$ cat src/sv/civil_datetime_to_epoch_macros.svh
// Assertion macros for the checks in the top-level file of this block.
`ifndef CIVIL_DATETIME_TO_EPOCH_MACROS_SVH
`define CIVIL_DATETIME_TO_EPOCH_MACROS_SVH

// The consequent must hold in the same cycle as the antecedent.
`define CDTE_ASSERT_NOW(lbl, ante, cons, msg) \
	lbl: assert property (@(posedge clk) disable iff (!arst_n) (ante) |-> (cons)) \
		else $error(msg);

// The consequent must hold in the cycle after the antecedent.
`define CDTE_ASSERT_NEXT(lbl, ante, cons, msg) \
	lbl: assert property (@(posedge clk) disable iff (!arst_n) (ante) |=> (cons)) \
		else $error(msg);

`endif

$ cat src/sv/cdte_pkg.sv
package cdte_pkg;

	localparam int unsigned YEAR_MIN        = 2000;
	localparam int unsigned YEAR_MAX        = 2099;
	localparam int unsigned FEB_COMMON_DAYS = 28;
	localparam int unsigned DAYS_PER_YEAR   = 365;
	localparam int unsigned DAYS_TO_2000    = 10957;
	localparam int unsigned SECS_PER_DAY    = 86400;
	localparam int unsigned SECS_PER_HOUR   = 3600;
	localparam int unsigned SECS_PER_MIN    = 60;
	localparam int unsigned MONTH_FEB       = 2;

	localparam int YOFF_W = 7;
	localparam int DAYS_W = 16;
	localparam int SOD_W  = 17;
	localparam int SECS_W = 32;

	typedef struct packed {
		logic [11:0] year;
		logic [3:0]  month;
		logic [4:0]  day;
		logic [4:0]  hour;
		logic [5:0]  minute;
		logic [5:0]  second;
	} item_t;

	typedef struct packed {
		logic              ok;
		logic              leap;
		logic [YOFF_W-1:0] yoff;
		logic [3:0]        month;
		logic [4:0]        day;
		logic [4:0]        hour;
		logic [5:0]        minute;
		logic [5:0]        second;
	} chk_t;

	typedef struct packed {
		logic              ok;
		logic [DAYS_W-1:0] days;
		logic [SOD_W-1:0]  sod;
	} day_t;

	// Length of a month; February follows the leap flag.
	function automatic logic [4:0] month_days(input logic [3:0] month, input logic leap);
		logic [4:0] len;
		unique case (month)
			4'd1, 4'd3, 4'd5, 4'd7, 4'd8, 4'd10, 4'd12: len = 5'd31;
			4'd4, 4'd6, 4'd9, 4'd11:                   len = 5'd30;
			4'd2: len = leap ? 5'd29 : 5'(FEB_COMMON_DAYS);
			default:                                   len = 5'd0;
		endcase
		return len;
	endfunction

	// Days in a common year before the first of the month.
	function automatic logic [8:0] days_before(input logic [3:0] month);
		logic [8:0] d;
		unique case (month)
			4'd1:    d = 9'd0;
			4'd2:    d = 9'd31;
			4'd3:    d = 9'd59;
			4'd4:    d = 9'd90;
			4'd5:    d = 9'd120;
			4'd6:    d = 9'd151;
			4'd7:    d = 9'd181;
			4'd8:    d = 9'd212;
			4'd9:    d = 9'd243;
			4'd10:   d = 9'd273;
			4'd11:   d = 9'd304;
			4'd12:   d = 9'd334;
			default: d = 9'd0;
		endcase
		return d;
	endfunction

endpackage

$ cat src/sv/cdte_check.sv
// First stage: range checks, leap flag and year offset from 2000.
module cdte_check import cdte_pkg::*; (
	input  logic  clk,
	input  logic  arst_n,
	input  logic  adv,
	input  logic  in_valid,
	input  item_t item,
	output logic  v_s1,
	output chk_t  chk_s1
);

	logic       year_ok;
	logic       leap;
	logic [11:0] yoff_full;
	chk_t       chk;

	always_comb begin
		year_ok   = (item.year >= 12'(YEAR_MIN)) && (item.year <= 12'(YEAR_MAX));
		yoff_full = item.year - 12'(YEAR_MIN);
		// Inside 2000..2099 the full Gregorian rule reduces to divisibility by four.
		leap      = (yoff_full[1:0] == 2'd0);
		chk.leap   = leap;
		chk.yoff   = yoff_full[YOFF_W-1:0];
		chk.month  = item.month;
		chk.day    = item.day;
		chk.hour   = item.hour;
		chk.minute = item.minute;
		chk.second = item.second;
		chk.ok     = year_ok && (item.month >= 4'd1) && (item.month <= 4'd12)
			&& (item.day != 5'd0) && (item.day <= month_days(item.month, leap))
			&& (item.hour < 5'd24) && (item.minute < 6'd60) && (item.second < 6'd60);
	end

	always_ff @(posedge clk or negedge arst_n) begin
		if (!arst_n) begin
			v_s1 <= 1'b0;
		end else if (adv) begin
			v_s1 <= in_valid;
		end
	end

	always_ff @(posedge clk) begin
		if (adv) begin
			chk_s1 <= chk;
		end
	end

endmodule

$ cat src/sv/cdte_days.sv
// Second stage: day count since 1970-01-01 and seconds into the day.
module cdte_days import cdte_pkg::*; (
	input  logic clk,
	input  logic arst_n,
	input  logic adv,
	input  logic v_s1,
	input  chk_t chk_s1,
	output logic v_s2,
	output day_t day_s2
);

	logic [DAYS_W-1:0] leap_days;
	logic              late_leap;
	day_t              d;

	always_comb begin
		// Leap years from 2000 up to the year before this one.
		leap_days = DAYS_W'((DAYS_W'(chk_s1.yoff) + DAYS_W'(3)) >> 2);
		late_leap = chk_s1.leap && (chk_s1.month > 4'(MONTH_FEB));
		d.ok   = chk_s1.ok;
		d.days = DAYS_W'(DAYS_TO_2000)
			+ DAYS_W'(chk_s1.yoff) * DAYS_W'(DAYS_PER_YEAR)
			+ leap_days
			+ DAYS_W'(days_before(chk_s1.month))
			+ DAYS_W'(late_leap)
			+ DAYS_W'(chk_s1.day) - DAYS_W'(1);
		d.sod  = SOD_W'(chk_s1.hour) * SOD_W'(SECS_PER_HOUR)
			+ SOD_W'(chk_s1.minute) * SOD_W'(SECS_PER_MIN)
			+ SOD_W'(chk_s1.second);
	end

	always_ff @(posedge clk or negedge arst_n) begin
		if (!arst_n) begin
			v_s2 <= 1'b0;
		end else if (adv) begin
			v_s2 <= v_s1;
		end
	end

	always_ff @(posedge clk) begin
		if (adv) begin
			day_s2 <= d;
		end
	end

endmodule

$ cat src/sv/cdte_scale.sv
// Third and fourth stages: days times seconds per day, then add the time of
// day and clear the result for an invalid date.
module cdte_scale import cdte_pkg::*; (
	input  logic              clk,
	input  logic              arst_n,
	input  logic              adv,
	input  logic              v_s2,
	input  day_t              day_s2,
	output logic              v_s4,
	output logic              ok_s4,
	output logic [SECS_W-1:0] secs_s4
);

	logic [DAYS_W+SOD_W-1:0] prod;
	logic                    v_s3;
	logic                    ok_s3;
	logic [SECS_W-1:0]       prod_s3;
	logic [SOD_W-1:0]        sod_s3;

	assign prod = (DAYS_W+SOD_W)'(day_s2.days) * (DAYS_W+SOD_W)'(SECS_PER_DAY);

	always_ff @(posedge clk or negedge arst_n) begin
		if (!arst_n) begin
			v_s3 <= 1'b0;
			v_s4 <= 1'b0;
		end else if (adv) begin
			v_s3 <= v_s2;
			v_s4 <= v_s3;
		end
	end

	always_ff @(posedge clk) begin
		if (adv) begin
			ok_s3   <= day_s2.ok;
			prod_s3 <= prod[SECS_W-1:0];
			sod_s3  <= day_s2.sod;
			ok_s4   <= ok_s3;
			secs_s4 <= ok_s3 ? (prod_s3 + SECS_W'(sod_s3)) : '0;
		end
	end

endmodule

$ cat src/sv/civil_datetime_to_epoch.sv
// Civil date and time to Unix epoch seconds.
// Input channel s_*: one item per date, s_tdata carries year, month, day, hour,
// minute and second. Output channel m_*: one item per input item, m_tdata is the
// epoch second count and m_tuser[0] is the date-valid flag; an invalid date
// gives a zero count with the flag low.
// The datapath is four register stages: range checks, day count and time of day,
// the multiply by seconds per day, and the final add. An accepted item moves through
// the stage registers in order; m_tvalid is the valid bit of the last one, and the
// item leaves when m_tready is high. The block takes one item per clock cycle in
// steady state while the output is not stalled.
// A stall on m_tready freezes all four stages together. A one-item skid register
// at the input catches an item that arrives in the cycle the stall begins, so
// s_tready is a register output and never depends on m_tready in the same cycle.
// Reset clears all valid bits and the skid full flag; the first item may be
// accepted in the first cycle after reset is released.
`include "civil_datetime_to_epoch_macros.svh"

module civil_datetime_to_epoch import cdte_pkg::*; (
	input  logic        clk,
	input  logic        arst_n,
	input  logic        s_tvalid,
	output logic        s_tready,
	// From bit 0: year_value[11:0], month_value[3:0], day_value[4:0],
	// hour_value[4:0], minute_value[5:0], second_value[5:0], two unused bits.
	input  logic [39:0] s_tdata,
	output logic        m_tvalid,
	input  logic        m_tready,
	// From bit 0: epoch_seconds[31:0].
	output logic [31:0] m_tdata,
	// From bit 0: date_ok.
	output logic [0:0]  m_tuser
);

	item_t in_item;
	item_t skid_q;
	item_t stage_in;
	logic  skid_full_q;
	logic  adv;
	logic  in_valid;
	logic  v_s1;
	logic  v_s2;
	logic  v_s4;
	logic  ok_s4;
	chk_t  chk_s1;
	day_t  day_s2;
	logic [SECS_W-1:0] secs_s4;

	always_comb begin
		in_item.year   = s_tdata[11:0];
		in_item.month  = s_tdata[15:12];
		in_item.day    = s_tdata[20:16];
		in_item.hour   = s_tdata[25:21];
		in_item.minute = s_tdata[31:26];
		in_item.second = s_tdata[37:32];
	end

	// The pipe moves whenever the output register is empty or being drained.
	assign adv      = !v_s4 || m_tready;
	assign s_tready = !skid_full_q;
	// A held item always goes first; while it is held no new item is taken.
	assign in_valid = skid_full_q || s_tvalid;
	assign stage_in = skid_full_q ? skid_q : in_item;

	always_ff @(posedge clk or negedge arst_n) begin
		if (!arst_n) begin
			skid_full_q <= 1'b0;
		end else if (adv) begin
			skid_full_q <= 1'b0;
		end else if (s_tvalid && s_tready) begin
			skid_full_q <= 1'b1;
		end
	end

	always_ff @(posedge clk) begin
		if (!adv && s_tvalid && s_tready) begin
			skid_q <= in_item;
		end
	end

	cdte_check u_check (
		.clk      (clk),
		.arst_n   (arst_n),
		.adv      (adv),
		.in_valid (in_valid),
		.item     (stage_in),
		.v_s1     (v_s1),
		.chk_s1   (chk_s1)
	);

	cdte_days u_days (
		.clk    (clk),
		.arst_n (arst_n),
		.adv    (adv),
		.v_s1   (v_s1),
		.chk_s1 (chk_s1),
		.v_s2   (v_s2),
		.day_s2 (day_s2)
	);

	cdte_scale u_scale (
		.clk     (clk),
		.arst_n  (arst_n),
		.adv     (adv),
		.v_s2    (v_s2),
		.day_s2  (day_s2),
		.v_s4    (v_s4),
		.ok_s4   (ok_s4),
		.secs_s4 (secs_s4)
	);

	assign m_tvalid   = v_s4;
	assign m_tdata    = secs_s4;
	assign m_tuser[0] = ok_s4;

	// An invalid date must come out as a zero count.
	`CDTE_ASSERT_NOW(a_invalid_zero, m_tvalid && !m_tuser[0], m_tdata == 32'd0,
		"invalid date with nonzero seconds")
	// A valid date never lands past the end of 2099.
	`CDTE_ASSERT_NOW(a_valid_range, m_tvalid && m_tuser[0], m_tdata <= 32'd4102444799,
		"epoch seconds out of range")
	// An item taken during a stall must be held in the skid register.
	`CDTE_ASSERT_NEXT(a_skid_catch, s_tvalid && s_tready && !adv, skid_full_q,
		"item accepted during stall was not held")

endmodule
$ cat config.mk
export PLATFORM = sky130hd
export DESIGN_NAME = civil_datetime_to_epoch
export DESIGN_NICKNAME = d
export VERILOG_FILES = /design/src/sv/cdte_pkg.sv /design/src/sv/cdte_check.sv /design/src/sv/cdte_days.sv /design/src/sv/cdte_scale.sv /design/src/sv/civil_datetime_to_epoch.sv
export VERILOG_INCLUDE_DIRS = /design/src /design/src/sv
export SDC_FILE = /design/constraint.sdc
export NUM_CORES = 1
export LEC_CHECK = 0
export ABC_AREA = 1
export BUFFER_PORTS_ARGS = -buffer_cell sky130_fd_sc_hd__buf_2
export CAP_MARGIN = 20
export CORE_MARGIN = 4
export CORE_UTILIZATION = 45
export CTS_BUF_LIST = sky130_fd_sc_hd__clkbuf_8
export CTS_CLUSTER_DIAMETER = 120
export DETAILED_ROUTE_END_ITERATION = 12
export MAX_ROUTING_LAYER = met4
export PLACE_DENSITY_LB_ADDON = 0.2
export SLEW_MARGIN = 5
export SYNTH_ARGS = -nofsm -noshare
export SYNTH_HDL_FRONTEND = slang
export SYNTH_SLANG_ARGS = --single-unit
$ cat constraint.sdc
create_clock -name clk -period 6.6 [get_ports clk]
set_input_delay 0.33 -clock clk [delete_from_list [all_inputs] [get_ports clk]]
set_output_delay 0.33 -clock clk [all_outputs]
set_load 0.01 [all_outputs]
==> parameters.txt, run 1 <==
Parameter                              Value

Worst setup path
  Critical Path Max Stage Delay    0.55 ns
  Dominant cell type by count on the critical path    fa_1
  Cells along the critical path    inv_1, ha_1, a21o_1, nand2_1, nor2_1, fa_1, fa_1, fa_1, fa_1, inv_1, fa_1, inv_1, ha_1, a21oi_1, nand2_1, nand3_1, nand4_1, xor2_1
  Arrival time at the worst endpoint    5.45 ns
  Type of the setup path with the least slack    reg -> reg
  Crit start category    flop
  Highest fanout seen on the critical path    5
  Capturing element type of the critical path    flop
  Slowest stage cell on the critical path    fa_1
  Data required time of the critical path    6.84 ns

CTS
  Clock tree from TritonCTS    done
  Clock sink count    197
  Depth of the CTS H-tree    4
  Buffers from clock root to sink, at most    2
  Worst-Skew Late Latency    0.48 ns
  Root buffer cell    clkbuf_8
  Number of instances resized during post-cts repair    0
  Cts bufs inserted    17
  Clock transition at path regs    0.09 ns

Logic synthesis
  Biggest area consumer among synthesized cells    edfxtp_1
  Number of warnings issued by yosys    0
  Sequential-to-total area share from yosys stat    37.4%
  Synth Cell Area    15500 um2
  Number of storage elements in the synthesis netlist    197
  Post-synthesis cell count    1687
  Primary flip-flop cell chosen by synthesis mapping    edfxtp_1
  Distinct cells, synth    46
  Count of flip-flops with a built-in enable after synthesis    183
  Synth Net Count    2035
  Ranking of synthesized cells by area    edfxtp_1 (35%), ha_1 (18%), fa_1 (11%)
  Area share of the largest cell type after synthesis    35.5%
  Share of async-settable or async-resettable flops after synthesis    2.54%
  Mean cell area of the mapped netlist    9.18 um2

Die
  I/O Pins    79
  Starting density of the core    45.9%
  Horizontal die dimension    194 um
  Die Span Y    194 um
  Rows    67
  Area of the placeable core    33800 um2
  Die Area    37500 um2

STA
  RSZ-0062 raised after global routing    false
  Worst Tran Pin Value    0.979 ns
  Sum Neg Setup Slack    0 ns
  Max frequency    192 MHz
  Max_slew headroom    34.7%
  Number of max-slew violations in the final report    0
  Final worst-path cycle share    79.0%
  Final min period    5.22 ns
  Final hold violation count    0
  Setup violators final    0
  Clock skew after layout    0.0173 ns

GRT
  Vias in the first global route    10.9k
  Layer with the highest usage    met2
  Met2 track utilization from global routing    29.1%
  Pin count of the biggest net entering global routing    82
  GR Util met1    20.8%
  GRT Resource Usage Total    16.9%
  Met3 track demand over resource in global routing    3.06%
  Global-route wire length before repair    51200 um
  Antenna violations before repair    1
  GRT Residual Overflow    0

Routing
  Antenna violation net count after detailed routing    0
  Average wire per cell in the routed design    13.1 um
  DRT iter0 DRCs    377
  Post-route DRC violation count    0
  Total vias in the final route    10.7k
  DRT Wirelength    29600 um
  DRT Pass-1 Iters    5
  Vias per inst    4.74

Cells and area
  Fill cell count    3134
  Share of final-layout standard cells stronger than drive strength 1    6.99%
  Most used cells in the layout excluding fill and tap cells    nand2_1 (405), inv_1 (341), ha_1 (221), edfxtp_1 (183), nor2_1 (107)
  Commonest non-fill, non-tap cell in the layout    nand2_1
  # nets final    2153
  Area delta synth->final    10.1%

Placed design
  Port bufs    76
  Hpwl dp    23800 um
  Weighted congestion reported at the end of routability-driven placement    0.876

Outcome
  Result of the run    complete, no violations

Hold path
  Hold WC Path Type    in -> reg

Flow run
  Max cap viols    0
## metal layers
metal / routed length [um] / part of all wire, %
met1: 13600 / 46
met2: 14700 / 50
met3: 778 / 2.6
met4: 497 / 1.7
met5: 0 / 0
## what timing repair did
| item | in CTS | in global routing |
|---|---|---|
| endpoints found under the setup margin | 0 | 0 |
| hold buffers | 28 | 3 |
| endpoints found under the hold margin | 32 | 3 |
| buffers inserted | 0 | 0 |
## final timing paths
| kind | start | to | slack, ns | cells past startpoint |
|---|---|---|---|---|
| max | u_check.chk_s1[27] | u_days.day_s2[31] | 1.38 | 18 |
| min | s_tdata[20] | skid_q[21] | 0.05 | 1 |
| max reg2reg | u_check.chk_s1[27] | u_days.day_s2[31] | 1.38 | 18 |
| min reg2reg | u_days.day_s2[8] | u_scale.sod_s3[8] | 0.42 | 0 |
| max in group asynchronous | arst_n | u_check.v_s1 | 6.29 | 2 |
| min in group asynchronous | arst_n | skid_full_q | 0.18 | 2 |
## through the flow
step                std cells  setup WS, ns  utilization (%)  hold WS [ns]  instance area (um2)
floorplan                1687          1.76                -        0.0344                15500
global placement         2202          1.53             48.5         0.149                16400
detailed placement       2202          1.39             48.5         0.149                16400
CTS                      2262          1.37             50.3       0.00105                17000
global route             2267          1.12             50.5       0.00195                17100
finish                   2267          1.38             50.5        0.0496                17100
## cells by family (layout without fill, tap and decap cells)
| family | after synthesis | after routing | share of synthesized area, % |
|---|---|---|---|
| buffers and inverters | 353 | 484 | 8.95 |
| AOI/OAI and AO/OA | 152 | 152 | 5.42 |
| adders and majority gates | 304 | 304 | 28.6 |
| DFF | 197 | 197 | 37.4 |
| xor gates and xnor gates | 57 | 57 | 3.22 |
| other | 0 | 1 | 0 |
| and+or+nand+nor | 624 | 624 | 16.4 |
## synthesized netlist by cell type, types with 2 or more instances
library cell,instances
nand2_2,4
nor3_1,7
dfrtp_1,5
and2_1,2
inv_2,2
clkbuf_1,2
fa_1,83
buf_2,3
or2_2,3
dfxtp_1,9
nand2_1,405
a21oi_1,80
nand3_1,69
o21a_1,2
nor2_1,108
inv_1,337
xnor2_1,21
buf_4,2
o21ai_2,3
o21ai_1,2
ha_1,221
o21bai_1,4
a21boi_0,3
nand3b_1,3
buf_6,3
nand4_1,16
o21ai_0,44
a31oi_1,2
edfxtp_1,183
buf_8,2
xor2_1,36
a21o_1,7
## sequential cells by signal, summed over array words and instances (netlist names), 17 cells and up, named ones only
| signal | count |
|---|---|
| skid_q | 38 |
| u_days.day_s2 | 34 |
| u_scale.sod_s3 | 17 |
| u_scale.prod_s3 | 25 |
| u_check.chk_s1 | 35 |
| u_scale.secs_s4 | 32 |
## worst max-delay path: cells and delay by family, from the launching register on
family / cells / cell delay, ns
fa+ha+maj: 7 / 3.03
simple gates: 5 / 0.60
flops: 1 / 0.50
compound gates: 2 / 0.36
buf+inv: 3 / 0.30
xor+xnor: 1 / 0.16
## area by class of cell
cell class                 count  area, um2  share of cell area, %
clock inverter                15        119                  0.697
inverter                     341       1290                   7.56
clock buffer                  17        234                   1.37
tap                          448        561                   3.29
antenna                        1       2.50                 0.0147
timing repair buffer         111        733                   4.30
sequential                   197       5800                   34.0
multi-input combinational   1137       8310                   48.8
Power of run 1 is not shown: default switching activity piles up to over one toggle a cycle in this logic, so the estimate is an artifact.
==> inputs of run 2 (changes only) <==
==> constraint.sdc (replaced) <==
create_clock -name clk -period 5.1 [get_ports clk]
set_input_delay 0.255 -clock clk [delete_from_list [all_inputs] [get_ports clk]]
set_output_delay 0.255 -clock clk [all_outputs]
set_load 0.01 [all_outputs]
==> run 2 against run 1 <==
  * Critical path depth down 1
  * Final cell count rose by 0.75%
  * Global-route usage increased by 0.15 points
  * Register-to-register slack worse by 1.2 ns
  * Via count increased by 0.62%
  * Clock-buffer cell count unchanged
==> parameters.txt, run 2 (same netlist as run 1, synthesis figures left out) <==
Parameter                              Value

Cells and area
  Total non-filler cell area in the finished layout    17300 um2
  Most used cells in the layout excluding fill and tap cells    nand2_1 (405), inv_1 (340), ha_1 (220), edfxtp_1 (183), nor2_1 (107)
  Share of the core filled with cells in the final layout    51.1%
  Commonest non-fill, non-tap cell in the layout    nand2_1
  Fill cell count    3137
  Flip-flop count of the largest register after layout    38
  Registers with the highest flip-flop counts    skid_q (38), u_check.chk_s1 (35), u_days.day_s2 (34)
  Final Instance Count excl. Fillers    2284
  Register with the highest flop count    skid_q
  # nets final    2170
  Share of final-layout standard cells stronger than drive strength 1    7.57%
  Area delta synth->final    11.4%

Worst setup path
  R2R setup slack    0.23 ns
  Highest fanout seen on the critical path    5
  Reg-to-Reg Start    u_check.chk_s1[27]
  Data required time of the critical path    5.34 ns
  Type of the setup path with the least slack    reg -> reg
  R2r endpoint    u_days.day_s2[31]
  Capturing element type of the critical path    flop
  Crit start category    flop
  Arrival time at the worst endpoint    5.11 ns
  Worst Reg-to-Reg Cells    17

Placed design
  Weighted congestion reported at the end of routability-driven placement    0.862
  Number of cells after detailed placement    2210
  Port bufs    76
  Hpwl dp    24000 um
  Dpl cell area    16400 um2

Die
  Die Area    37500 um2
  Die Span Y    194 um
  Area of the placeable core    33800 um2
  Horizontal die dimension    194 um
  Rows    67
  I/O Pins    79
  Starting density of the core    45.9%

STA
  Max_slew headroom    37.3%
  Final hold violation count    0
  Final min period    4.87 ns
  Worst Tran Pin Value    0.940 ns
  Clock skew after layout    0.0231 ns
  RSZ-0062 raised after global routing    false
  Setup violators final    0
  Number of max-slew violations in the final report    0
  Final worst-path cycle share    95.4%
  Sum Neg Setup Slack    0 ns
  Max frequency    206 MHz

GRT
  Pin count of the biggest net entering global routing    81
  Vias in the first global route    11.0k
  Global-route wire length before repair    51600 um
  GRT Residual Overflow    0
  Antenna violations before repair    1
  GRT Resource Usage Total    17.0%

CTS
  Clock transition at path regs    0.10 ns
  Clock sink count    197
  Root buffer cell    clkbuf_8
  Depth of the CTS H-tree    4
  Clock tree from TritonCTS    done
  Worst-Skew Late Latency    0.49 ns
  Cts bufs inserted    17
  Buffers from clock root to sink, at most    2

Routing
  Vias per inst    4.74
  Antenna violation net count after detailed routing    0
  DRT Pass-1 Iters    7
  Total vias in the final route    10.8k
  Post-route DRC violation count    0
  DRT Wirelength    29800 um
  DRT iter0 DRCs    391
  Average wire per cell in the routed design    13.0 um

Flow run
  Max cap viols    0

Outcome
  Result of the run    complete, no violations

Hold path
  Hold depth    4
  End of the worst hold path    u_days.v_s2
  Worst Min Path Start    m_tready
  Hold WC Path Type    in -> reg
==> run 2: changes by cell type in the layout (fill, tap and decap cells not counted), sizes merged <==
cell         change
clkinv           -1
buf              +8
inv              -2
bufinv           +2
dlygate4sd3      +9
clkinvlp         +1
==> run 2: how the worst max path moves through the flow <==
stage,from,endpoint,slack (ns),depth (start not counted)
after floorplan,u_check.chk_s1[27],u_days.day_s2[31],0.26,18
after global placement,u_check.chk_s1[27],u_days.day_s2[31],0.22,17
after detailed placement,u_check.chk_s1[27],u_days.day_s2[31],0.11,17
after CTS,u_check.chk_s1[27],u_days.day_s2[31],0.10,17
after global routing,u_check.chk_s1[27],u_days.day_s2[31],0.007,18
final,u_check.chk_s1[27],u_days.day_s2[31],0.23,17
==> run 2: worst max-delay path, cell delays in order, from the launching register on <==
cell and delay, ns:
edfxtp_1 0.43, ha_1 0.26, a21o_1 0.18, nand2_1 0.10, nor2_1 0.06, fa_1 0.46, fa_1 0.56, fa_1 0.45
fa_1 0.55, inv_1 0.05, fa_1 0.52, inv_1 0.04, ha_2 0.31, a21oi_2 0.16, nand2_1 0.13, nand3_1 0.10
nand4_1 0.11, xor2_1 0.15
==> run 2: timing repair <==
item / in CTS / in global routing
setup buffers: 0 / 0
resized for setup: 0 / 2
endpoints found under the setup margin: 0 / 3
hold buffers: 40 / 0
endpoints found under the hold margin: 47 / 0
==> run 2: metal layers <==
| layer | wire, um | GRT usage, % |
|---|---|---|
| met5 | 0 | - |
| met4 | 429 | 4.07 |
| met3 | 887 | 2.96 |
| met2 | 14800 | 29.6 |
| met1 | 13600 | 20.9 |
==> run 2: area by class of cell <==
class                      count  area, um2  share of cell area, %
multi-input combinational   1137       8320                   48.2
sequential                   197       5800                   33.6
timing repair buffer         128        883                   5.12
inverter                     341       1290                   7.47
antenna                        1       2.50                 0.0145
clock buffer                  17        234                   1.36
tap                          448        561                   3.25
clock inverter                15        170                  0.986
==> run 2: per-stage QoR <==
stage	setup slack, ns	hold WS (ns)
3_3_place_gp	0.223	0.0710
5_1_grt	0.00653	0.0595
3_5_place_dp	0.111	0.0736
4_1_cts	0.103	0.0294
6_report	0.234	0.0803
2_1_floorplan	0.265	-0.0406
Power of run 2 is left out for the same reason.
